`config.mk`:
```
export PLATFORM = sky130hd
export DESIGN_NAME = microwire_eeprom_read_controller_top
export DESIGN_NICKNAME = d
export VERILOG_FILES = /design/src/hdl/mwrc_pkg.sv /design/src/hdl/microwire_eeprom_read_controller_top.sv /design/src/hdl/mwrc_seq.sv
export SDC_FILE = /design/constraint.sdc
export NUM_CORES = 1
export LEC_CHECK = 0
export BUFFER_PORTS_ARGS = -buffer_cell sky130_fd_sc_hd__buf_2
export CELL_PAD_IN_SITES_DETAIL_PLACEMENT = 0
export CELL_PAD_IN_SITES_GLOBAL_PLACEMENT = 1
export CORE_MARGIN = 5
export CORE_UTILIZATION = 51
export CTS_BUF_LIST = sky130_fd_sc_hd__clkbuf_2 sky130_fd_sc_hd__clkbuf_4 sky130_fd_sc_hd__clkbuf_8
export DETAILED_ROUTE_END_ITERATION = 6
export GPL_ROUTABILITY_DRIVEN = 0
export PLACE_DENSITY_LB_ADDON = 0.1
export REMOVE_ABC_BUFFERS = 1
export SLEW_MARGIN = 20
export SYNTH_ARGS = -nofsm -noshare
export SYNTH_HDL_FRONTEND = slang
export SYNTH_HIERARCHICAL = 1
export SYNTH_SLANG_ARGS = --single-unit
```
`constraint.sdc`:
```
create_clock -name clock -period 11.7 [get_ports clock]
set_clock_uncertainty 0.15 [all_clocks]
set_input_delay 1.17 -clock clock [delete_from_list [all_inputs] [get_ports clock]]
set_output_delay 1.17 -clock clock [all_outputs]
set_load 0.02 [all_outputs]
```
`src/hdl/mwrc_pkg.sv`:
```
`default_nettype none

package mwrc_pkg;

   localparam logic [1:0] CMD_NONE      = 2'd0;
   localparam logic [1:0] CMD_READ_WORD = 2'd1;
   localparam logic [1:0] CMD_READ_MAC  = 2'd2;
   localparam logic [1:0] CMD_READ_ID   = 2'd3;

   localparam logic [2:0] READ_OPCODE = 3'b110;
   localparam int OPCODE_BITS = 3;
   localparam int DATA_BITS   = 16;

   localparam logic [15:0] HALF_PERIOD_RESET = 16'd16;

   typedef struct packed {
      logic [1:0] command;
      logic [5:0] address;
      logic       data_out_pin;
   } req_type;

   typedef struct packed {
      logic        program_mode;
      logic        chip_select;
      logic        serial_clock;
      logic        data_in_pin;
      logic        busy_res;
      logic        word_valid;
      logic [15:0] word_value;
      logic [5:0]  word_number;
      logic        sequence_done;
      logic        sequence_ok;
   } rsp_type;

endpackage

`default_nettype wire

```
`src/hdl/microwire_eeprom_read_controller_top.sv`:
```
// Read controller for a three-wire serial EEPROM.
// Each request transaction is one tick of the controller: it carries an
// optional command, a word address and the sampled data-out pin. Each
// request produces exactly one response transaction holding the pin levels
// to drive for that tick and the status flags (busy, word read, done, ok).
// Commands are taken only while no sequence runs and are ignored otherwise.
// The serial clock half period is set through the csr port and takes effect
// at the next tick; writes are expected while no transaction is in flight.
// A request enters an input register and is processed into the output
// register when that register is free, so its response is presented from
// the output register. One transaction per cycle is sustained while the
// receiver does not stall; the limit is the single state update per tick.
// When the receiver stalls, the held response does not change, the pending
// request waits in the input register, and req_stall rises once that
// register is occupied. Reset is synchronous: the sequencer returns to idle,
// both registers empty, and the half period returns to 16 ticks.
`default_nettype none

module microwire_eeprom_read_controller_top #(
   parameter int ADDRESS_BITS   = 6,
   parameter int MAC_FIRST_WORD = 7,
   parameter int MAC_WORDS      = 3
) (
   input  wire logic              clock,
   input  wire logic              reset,
   input  wire logic              req_valid,
   output logic                   req_stall,
   input  wire mwrc_pkg::req_type req_data,
   output logic                   rsp_valid,
   input  wire logic              rsp_stall,
   output mwrc_pkg::rsp_type      rsp_data,
   input  wire logic              csr_write,
   input  wire logic [15:0]       csr_wdata
);
   import mwrc_pkg::*;

   logic [15:0] half_period_ff;
   logic        in_valid_ff;
   req_type     in_data_ff;
   logic        rsp_valid_ff;
   rsp_type     rsp_data_ff;

   logic    out_free;
   logic    step;
   rsp_type seq_rsp;

   assign out_free  = !rsp_valid_ff || !rsp_stall;
   assign step      = in_valid_ff && out_free;
   assign req_stall = in_valid_ff && !out_free;

   mwrc_seq #(
      .ADDRESS_BITS   (ADDRESS_BITS),
      .MAC_FIRST_WORD (MAC_FIRST_WORD),
      .MAC_WORDS      (MAC_WORDS)
   ) u_seq (
      .clock       (clock),
      .reset       (reset),
      .step        (step),
      .half_period (half_period_ff),
      .req_item    (in_data_ff),
      .rsp_item    (seq_rsp)
   );

   always_ff @(posedge clock) begin
      if (reset) begin
         half_period_ff <= HALF_PERIOD_RESET;
         in_valid_ff    <= 1'b0;
         rsp_valid_ff   <= 1'b0;
      end else begin
         if (csr_write) half_period_ff <= csr_wdata;
         if (!req_stall) in_valid_ff <= req_valid;
         if (out_free) rsp_valid_ff <= in_valid_ff;
      end
   end

   always_ff @(posedge clock) begin
      if (req_valid && !req_stall) in_data_ff <= req_data;
      if (step) rsp_data_ff <= seq_rsp;
   end

   assign rsp_valid = rsp_valid_ff;
   assign rsp_data  = rsp_data_ff;

endmodule

`default_nettype wire

```
`src/hdl/mwrc_seq.sv`:
```
`default_nettype none

module mwrc_seq #(
   parameter int ADDRESS_BITS   = 6,
   parameter int MAC_FIRST_WORD = 7,
   parameter int MAC_WORDS      = 3
) (
   input  wire logic             clock,
   input  wire logic             reset,
   input  wire logic             step,
   input  wire logic [15:0]      half_period,
   input  wire mwrc_pkg::req_type req_item,
   output mwrc_pkg::rsp_type     rsp_item
);
   import mwrc_pkg::*;

   localparam int FRAME_W = OPCODE_BITS + ADDRESS_BITS;

   typedef enum logic [3:0] {
      PH_IDLE     = 4'd0,
      PH_ENTER_HI = 4'd1,
      PH_ENTER_LO = 4'd2,
      PH_SEND_HI  = 4'd3,
      PH_SEND_LO  = 4'd4,
      PH_RECV_HI  = 4'd5,
      PH_RECV_LO  = 4'd6,
      PH_CLOSE_HI = 4'd7,
      PH_CLOSE_LO = 4'd8,
      PH_FINAL    = 4'd9
   } phase_type;

   phase_type               phase_ff, phase_in;
   logic [15:0]             tick_count_ff, tick_count_in;
   logic [4:0]              bit_count_ff, bit_count_in;
   logic [15:0]             shift_word_ff, shift_word_in;
   logic [1:0]              words_left_ff, words_left_in;
   logic [ADDRESS_BITS-1:0] current_address_ff, current_address_in;
   logic [1:0]              active_command_ff, active_command_in;
   logic                    first_word_zero_ff, first_word_zero_in;

   logic [15:0] hp;
   logic [15:0] tick_inc;
   logic        period_end;
   logic [15:0] frame;
   logic [3:0]  pos;
   rsp_type     rsp;

   always_comb begin
      phase_in           = phase_ff;
      tick_count_in      = tick_count_ff;
      bit_count_in       = bit_count_ff;
      shift_word_in      = shift_word_ff;
      words_left_in      = words_left_ff;
      current_address_in = current_address_ff;
      active_command_in  = active_command_ff;
      first_word_zero_in = first_word_zero_ff;
      rsp                = '0;

      hp         = (half_period == 16'd0) ? 16'd1 : half_period;
      tick_inc   = tick_count_ff + 16'd1;
      period_end = (tick_inc >= hp);

      if (phase_ff != PH_IDLE) begin
         tick_count_in = period_end ? 16'd0 : tick_inc;
      end

      unique case (phase_ff)
         PH_IDLE: begin
            if (req_item.command != CMD_NONE) begin
               active_command_in  = req_item.command;
               tick_count_in      = 16'd0;
               bit_count_in       = 5'd0;
               first_word_zero_in = 1'b0;
               phase_in           = PH_ENTER_HI;
               unique case (req_item.command)
                  CMD_READ_WORD: begin
                     current_address_in = ADDRESS_BITS'(req_item.address);
                     words_left_in      = 2'd1;
                  end
                  CMD_READ_MAC: begin
                     current_address_in = ADDRESS_BITS'(MAC_FIRST_WORD);
                     words_left_in      = 2'(MAC_WORDS);
                  end
                  default: begin
                     current_address_in = '0;
                     words_left_in      = 2'd2;
                  end
               endcase
            end
         end
         PH_ENTER_HI: begin
            if (period_end) phase_in = PH_ENTER_LO;
         end
         PH_ENTER_LO: begin
            if (period_end) begin
               bit_count_in = 5'd0;
               phase_in     = PH_SEND_HI;
            end
         end
         PH_SEND_HI: begin
            if (period_end) phase_in = PH_SEND_LO;
         end
         PH_SEND_LO: begin
            if (period_end) begin
               if (bit_count_ff + 5'd1 < 5'(FRAME_W)) begin
                  bit_count_in = bit_count_ff + 5'd1;
                  phase_in     = PH_SEND_HI;
               end else begin
                  bit_count_in = 5'd0;
                  phase_in     = PH_RECV_HI;
               end
            end
         end
         PH_RECV_HI: begin
            if (period_end) begin
               shift_word_in = {shift_word_ff[14:0], req_item.data_out_pin};
               phase_in      = PH_RECV_LO;
            end
         end
         PH_RECV_LO: begin
            if (period_end) begin
               if (bit_count_ff + 5'd1 < 5'(DATA_BITS)) begin
                  bit_count_in = bit_count_ff + 5'd1;
                  phase_in     = PH_RECV_HI;
               end else begin
                  bit_count_in = 5'd0;
                  phase_in     = PH_CLOSE_HI;
               end
            end
         end
         PH_CLOSE_HI: begin
            if (period_end) phase_in = PH_CLOSE_LO;
         end
         PH_CLOSE_LO: begin
            if (period_end) begin
               rsp.word_valid  = 1'b1;
               rsp.word_value  = shift_word_ff;
               rsp.word_number = current_address_ff[5:0];
               if (active_command_ff == CMD_READ_ID && current_address_ff == '0) begin
                  first_word_zero_in = (shift_word_ff == 16'd0);
               end
               words_left_in = words_left_ff - 2'd1;
               if (words_left_in != 2'd0) begin
                  current_address_in = current_address_ff + ADDRESS_BITS'(1);
                  phase_in           = PH_ENTER_HI;
               end else if (active_command_ff == CMD_READ_ID) begin
                  phase_in = PH_FINAL;
               end else begin
                  phase_in          = PH_IDLE;
                  rsp.sequence_done = 1'b1;
                  rsp.sequence_ok   = 1'b1;
               end
            end
         end
         PH_FINAL: begin
            if (period_end) begin
               phase_in          = PH_IDLE;
               rsp.sequence_done = 1'b1;
               rsp.sequence_ok   = !(first_word_zero_ff && shift_word_ff == 16'd0);
            end
         end
         default: begin
            phase_in      = PH_IDLE;
            tick_count_in = 16'd0;
         end
      endcase

      frame = 16'({READ_OPCODE, current_address_in});
      pos   = 4'(FRAME_W - 1) - bit_count_in[3:0];

      rsp.program_mode = (phase_in != PH_IDLE) && (phase_in != PH_FINAL);
      rsp.chip_select  = (phase_in >= PH_SEND_HI) && (phase_in <= PH_RECV_LO);
      rsp.serial_clock = (phase_in == PH_ENTER_HI) || (phase_in == PH_SEND_HI) ||
                         (phase_in == PH_RECV_HI) || (phase_in == PH_CLOSE_HI);
      if ((phase_in == PH_SEND_HI) || (phase_in == PH_SEND_LO)) begin
         rsp.data_in_pin = (bit_count_in < 5'(FRAME_W)) ? frame[pos] : frame[0];
      end
      rsp.busy_res = (phase_in != PH_IDLE);
   end

   assign rsp_item = rsp;

   always_ff @(posedge clock) begin
      if (reset) begin
         phase_ff           <= PH_IDLE;
         tick_count_ff      <= '0;
         bit_count_ff       <= '0;
         shift_word_ff      <= '0;
         words_left_ff      <= '0;
         current_address_ff <= '0;
         active_command_ff  <= '0;
         first_word_zero_ff <= 1'b0;
      end else if (step) begin
         phase_ff           <= phase_in;
         tick_count_ff      <= tick_count_in;
         bit_count_ff       <= bit_count_in;
         shift_word_ff      <= shift_word_in;
         words_left_ff      <= words_left_in;
         current_address_ff <= current_address_in;
         active_command_ff  <= active_command_in;
         first_word_zero_ff <= first_word_zero_in;
      end
   end

endmodule

`default_nettype wire
```
# After elaboration in Yosys (flattened, before gate mapping)
# Index checks and enable logic that the tools add are counted.
# W data, S select, Z words.
# totals
elab_cells,137
register_bits,109
in_bits,30
# classes
addsub,5
n_eq_ne,21
n_reduce_logical,32
muxes,48
n_lt_le_gt_ge,7
# ops
op,n
$mux W16,4
$mux W4,12
$pmux W4 S10,1
$logic_not A16 Y1,2
$pmux W16 S2,1
$mux W5,6
$eq A4 B3 Y1 const B,7
$mux W25,1
$pmux W6 S2,2
$pmux W5 S4,1
$mux W6,3
$add A16 B1 Y16 const B,1
$ge A16 B16 Y1,1
$eq A4 B2 Y1 const B,3
$mux W2,6
$pmux W2 S2,3
$lt A5 B4 Y1 const B,2
$reduce_or A9 Y1,1
$eq A4 B1 Y1 const B,2
$eq A4 B4 Y1 const B,2
$reduce_bool A4 Y1,2
$logic_and A1 B1 Y1,7
$add A6 B1 Y6 const B,1
$logic_not A6 Y1,1
other kinds (23),41

# Longest topological paths before layout
# logic_depth
word_depth,9
ltp_mapped,20
mapped_depth_nobuf,18

# By module
# The synthesis kept the hierarchy.
# modules_own_cells
mod,cells_per_inst,instances,seq_area_each_um2,area_per_inst_um2
mwrc_seq,538,1,1041.0,4067.7
microwire_eeprom_read_controller_top,101,1,1531.5,1831.8

# Least setup slack after synthesis
# No wires, ideal clock.
# synth_timing
path_kind,input to register
startpoint,input port rsp_stall
endpoint,register u_seq.shift_word_ff[10]
t_arrival_ns,5.220
stages,5
path_slack_ns,6.203
required_ns,11.422
setup_time_ns,0.128
cell_sequence,a21boi_0 nand4_1 buf_4 mux2i_1 nor2_1
# synth_via
elab_chain_len,4
# synth_rtl
element,line,rtl
"start, declared",microwire_eeprom_read_controller_top.sv:30,"input wire logic rsp_stall,"
$logic_not A1 Y1,microwire_eeprom_read_controller_top.sv:47,assign out_free = !rsp_valid_ff || !rsp_stall;
$logic_or A1 B1 Y1,microwire_eeprom_read_controller_top.sv:47,
$logic_and A1 B1 Y1,microwire_eeprom_read_controller_top.sv:48,assign step = in_valid_ff && out_free;
$reduce_and A3 Y1 (no source line),n/a,
"end signal, assigned",mwrc_seq.sv:197,shift_word_ff <= shift_word_in;
"end, declared",mwrc_seq.sv:35,"logic [15:0] shift_word_ff, shift_word_in;"
# Every way passes these cells.
# A chain may end at the register's enable or synchronous reset.

# Worst setup path after layout
# layout_timing
startpoint,register u_seq.tick_count_ff[2]
endpoint,register rsp_data_ff (netlist bit rsp_data[26]) (data pin)
# layout_via
elab_chain_len,8
elab_cells_between_ends,26
classes_between,2 x add/sub; 2 x order compare; 2 x eq/ne; 19 x mux; 1 x reduce/logical
# layout_rtl
element,line,rtl
"start, declared",mwrc_seq.sv:33,"logic [15:0] tick_count_ff, tick_count_in;"
"start signal, assigned",mwrc_seq.sv:195,tick_count_ff <= tick_count_in;
$add A16 B1 Y16 (*),mwrc_seq.sv:60,tick_inc = tick_count_ff + 16'd1;
$ge A16 B16 Y1 (*),mwrc_seq.sv:61,period_end = (tick_inc >= hp);
"$mux W5, on equally long branches","mwrc_seq.sv:121, mwrc_seq.sv:95, mwrc_seq.sv:104",
$pmux W5 S4,mwrc_seq.sv:67,unique case (phase_ff)
$sub A4 B4 Y4,mwrc_seq.sv:169,pos = 4'(FRAME_W - 1) - bit_count_in[3:0];
$bmux W1 S4,mwrc_seq.sv:176,rsp.data_in_pin = (bit_count_in < 5'(FRAME_W)) ? frame[pos] : frame[0];
$mux W1 (not written as such),mwrc_seq.sv:176,
$mux W1,mwrc_seq.sv:176,
"end signal, assigned",microwire_eeprom_read_controller_top.sv:78,if (step) rsp_data_ff <= seq_rsp;
"end, declared",microwire_eeprom_read_controller_top.sv:41,rsp_type rsp_data_ff;
# Mark *: on every way between the ends. The rest lies on a longest branch, timed or not. The select of a mux whose other input is x is not followed.

==> run_results.csv <==
group,metric,value,unit
status,status,"completed",
global_routing,grt_pass1_vias,4663,
min_path,min_path_type,"flop to flop",
synth,synth-simple-area-share,0.206,
cts,clk_pin_slew,0.11,ns
layout,design_area,6440,um2
layout,diodes,0,
timing,setup_viol,0,
timing,hold_viol_final,0,
detailed_routing,maxUsedRoutingLayer,"met4",
placed_design,place_area,6250,um2
die,core_area,11400,um2
power_and_ir_drop,power,0.000741,W
detailed_routing,ant_nets,0,
critical_path,cp_max_fo,33,
synth,synth_xor_xnor_area_share,0.0267,
timing,post-route-period-util,0.453,
synth,ys_seq_elements,109,
cts,cts_hold_buf,0,
power_and_ir_drop,peakVddDrop,95.1,uV
synth,synth_fa_ha_area_frac,0.0551,
die,ios,62,
global_routing,grt_max_degree,71,
die,initial_core_util,0.519,
synth,syn-instance-count,639,
detailed_routing,wire_per_inst,17.2,um
timing,slew_headroom,0.430,
timing,grt_setup_unrepaired,"false",
power_and_ir_drop,powerDensity,115,nW/um2
synth,ys_seq_area_frac,0.436,
detailed_routing,route.met3.wl,772,um
global_routing,grt_pass1_wl,23300,um
cts,numCtsBuffers,9,
synth,synthArstFlopShare,0,
synth,synth_mux_area_frac,0.0560,
detailed_routing,vias,4882,
critical_path,worst_setup_path_start_kind,"flop",
synth,ys_top_cells_by_count,"nor2_1, dfxtp_1, a21oi_1, edfxtp_1, nand2_1",
cts,cts_sinks,109,
placed_design,dp_hpwl,10100,um
synth,synth_compound_area_frac,0.170,
detailed_routing,drt-met1-wl,6700,um
job,drv_cap,0,
global_routing,track_usage,0.203,
power_and_ir_drop,p_leak,2.76,nW
critical_path,r2r_slack,6.40,ns
detailed_routing,dr.pass1.iters,5,
die,die_x,118,um
die,std_cell_rows,39,
cts,cts_resized,0,
global_routing,overflow,0,
layout,nets,737,
synth,synth_edf_count,39,
detailed_routing,drc_errors,0,
global_routing,antenna_found_initial,0,
timing,fmax,189,MHz
timing,drv_slew,0,
cts,h-tree-depth,3,
synth,ys_top_cells_by_area,"dfxtp_1, edfxtp_1, mux2i_1",
critical_path,crit_type,"flop to flop",
cts,clock_latency,0.39,ns
cts,cts_root_buf,"clkbuf_8",
cts,cts_setup_buffers,0,
synth,synth_top_family_by_area,"simple AND/OR/NAND/NOR gates",
synth,yosysTopAreaCell,"dfxtp_1",
cts,clock_path_buffers,2,
timing,fin_setup_tns,0,ns
detailed_routing,drtIter0Drc,446,
die,dieArea,13800,um2
layout,drive_above_1_share,0.138,
critical_path,cp-end-kind,"flop",
synth,synth.most_common_cell,"nor2_1",
die,fp.dieH,118,um
detailed_routing,wl,14300,um
synth,synth_area,5900,um2
cts,cts_tree,"built",
timing,tightest_slew,0.850,ns
timing,hold_ws,0.340,ns
layout,area_delta_synth_final,9.25,%
synth,ys_warn_count,6,
critical_path,arrival,5.30,ns
placed_design,port-buffer-count,61,
synth,synth_top_cell_area_share,0.238,
critical_path,required,11.69,ns
detailed_routing,vias_per_cell,5.89,
synth,syn_area_per_cell,9.23,um2
timing,period_needed,5.30,ns
synth,synthDistinctLibCells,65,
synth,synth_ff_type,"dfxtp_1",
detailed_routing,wl_met2,6640,um
==> layout make-up <==
class	instances	area (um2)
clock buffer	10	131
clock inverter	6	58.8
fill	1058	4920
inverter	31	116
multi-input combinational	464	3040
sequential	109	2570
tap	143	179
timing repair buffer	66	343
==> cell usage in the layout, fill, tap and decap left out, types with 6 or more instances in the layout <==
cell	count
a22oi_1	13
buf_2	61
nor3_1	13
xor2_1	9
o21ai_0	23
mux2i_1	33
inv_1	31
nor2b_1	8
nand3_1	20
ha_1	26
dfxtp_1	70
a21oi_1	39
nand2_1	36
nand3b_1	6
nor2_1	88
edfxtp_1	39
and2_1	8
nor4_1	12
xnor2_1	9
a21o_1	7
and3_1	32
a211oi_1	16
clkbuf_8	9
==> final timing paths <==
path	startpoint	endpoint	cells past startpoint
setup reg to reg	u_seq/tick_count_ff[2]	rsp_data[26]	18
setup / recovery	u_seq/tick_count_ff[2]	rsp_data[26]	18
hold reg to reg	u_seq/active_command_ff[0]	u_seq/active_command_ff[0]	2
hold / removal	u_seq/active_command_ff[0]	u_seq/active_command_ff[0]	2
==> kinds of logic (layout without fill, tap and decap cells) <==
kind of cell / after synthesis / in the layout
buffers and inverters: 66 / 113
XOR/XNOR: 18 / 18
adder cells (fa/ha/maj): 26 / 26
AO/OA/AOI/OAI: 144 / 144
AND/OR/NAND/NOR: 243 / 243
multiplexers: 33 / 33
flip-flops: 109 / 109
==> flip-flops by register name (all words and copies together) (netlist names) <==
signal / cells
rsp_data: 30
half_period_ff: 16
u_seq/shift_word_ff: 16
u_seq/tick_count_ff: 16
in_data_ff: 9
u_seq/current_address_ff: 6
u_seq/bit_count_ff: 5
u_seq/phase_ff: 4
u_seq/active_command_ff: 2
u_seq/words_left_ff: 2
in_valid_ff: 1
rsp_valid: 1
u_seq/first_word_zero_ff: 1
==> worst max-delay path, stage by stage, from the launching register on <==
cell and delay [ns]:
dfxtp_1 0.42, and3_1 0.22, and3_1 0.24, and3_1 0.26, and3_1 0.31, nand3_1 0.12, xnor2_1 0.21, ha_1 0.29
a21oi_1 0.15, nor2_1 0.05, a211oi_1 0.60, nand3_1 0.14, buf_4 0.28, and2_1 0.20, a22oi_1 0.28, ha_1 0.33
a2111o_1 0.36, a211o_1 0.28, nor3b_1 0.15
==> per-layer routing <==
metal / vias to the layer above / track usage
met4: 0 / 0.0624
met2: 161 / 0.315
met3: 16 / 0.0519
li1: 2410 / -
met5: - / 0
met1: 2295 / 0.278
==> power breakdown <==
| group | total, W | switching, W | internal (W) |
|---|---|---|---|
| combinational | 0.000102 | 0.0000664 | 0.0000356 |
| clock | 0.000222 | 0.000137 | 0.0000847 |
| sequential | 0.000418 | 0.0000118 | 0.000406 |
| total | 0.000741 | 0.000215 | 0.000526 |
==> per-stage QoR <==
stage | utilization | setup slack (ns) | cells
finish | 0.567 | 6.40 | 829
global route | 0.567 | 6.09 | 829
detailed placement | 0.550 | 6.45 | 813
floorplan | - | 3.74 | 604
global placement | 0.550 | 6.64 | 813
CTS | 0.567 | 6.42 | 829
Note: power is estimated with default switching activity, not from simulation.
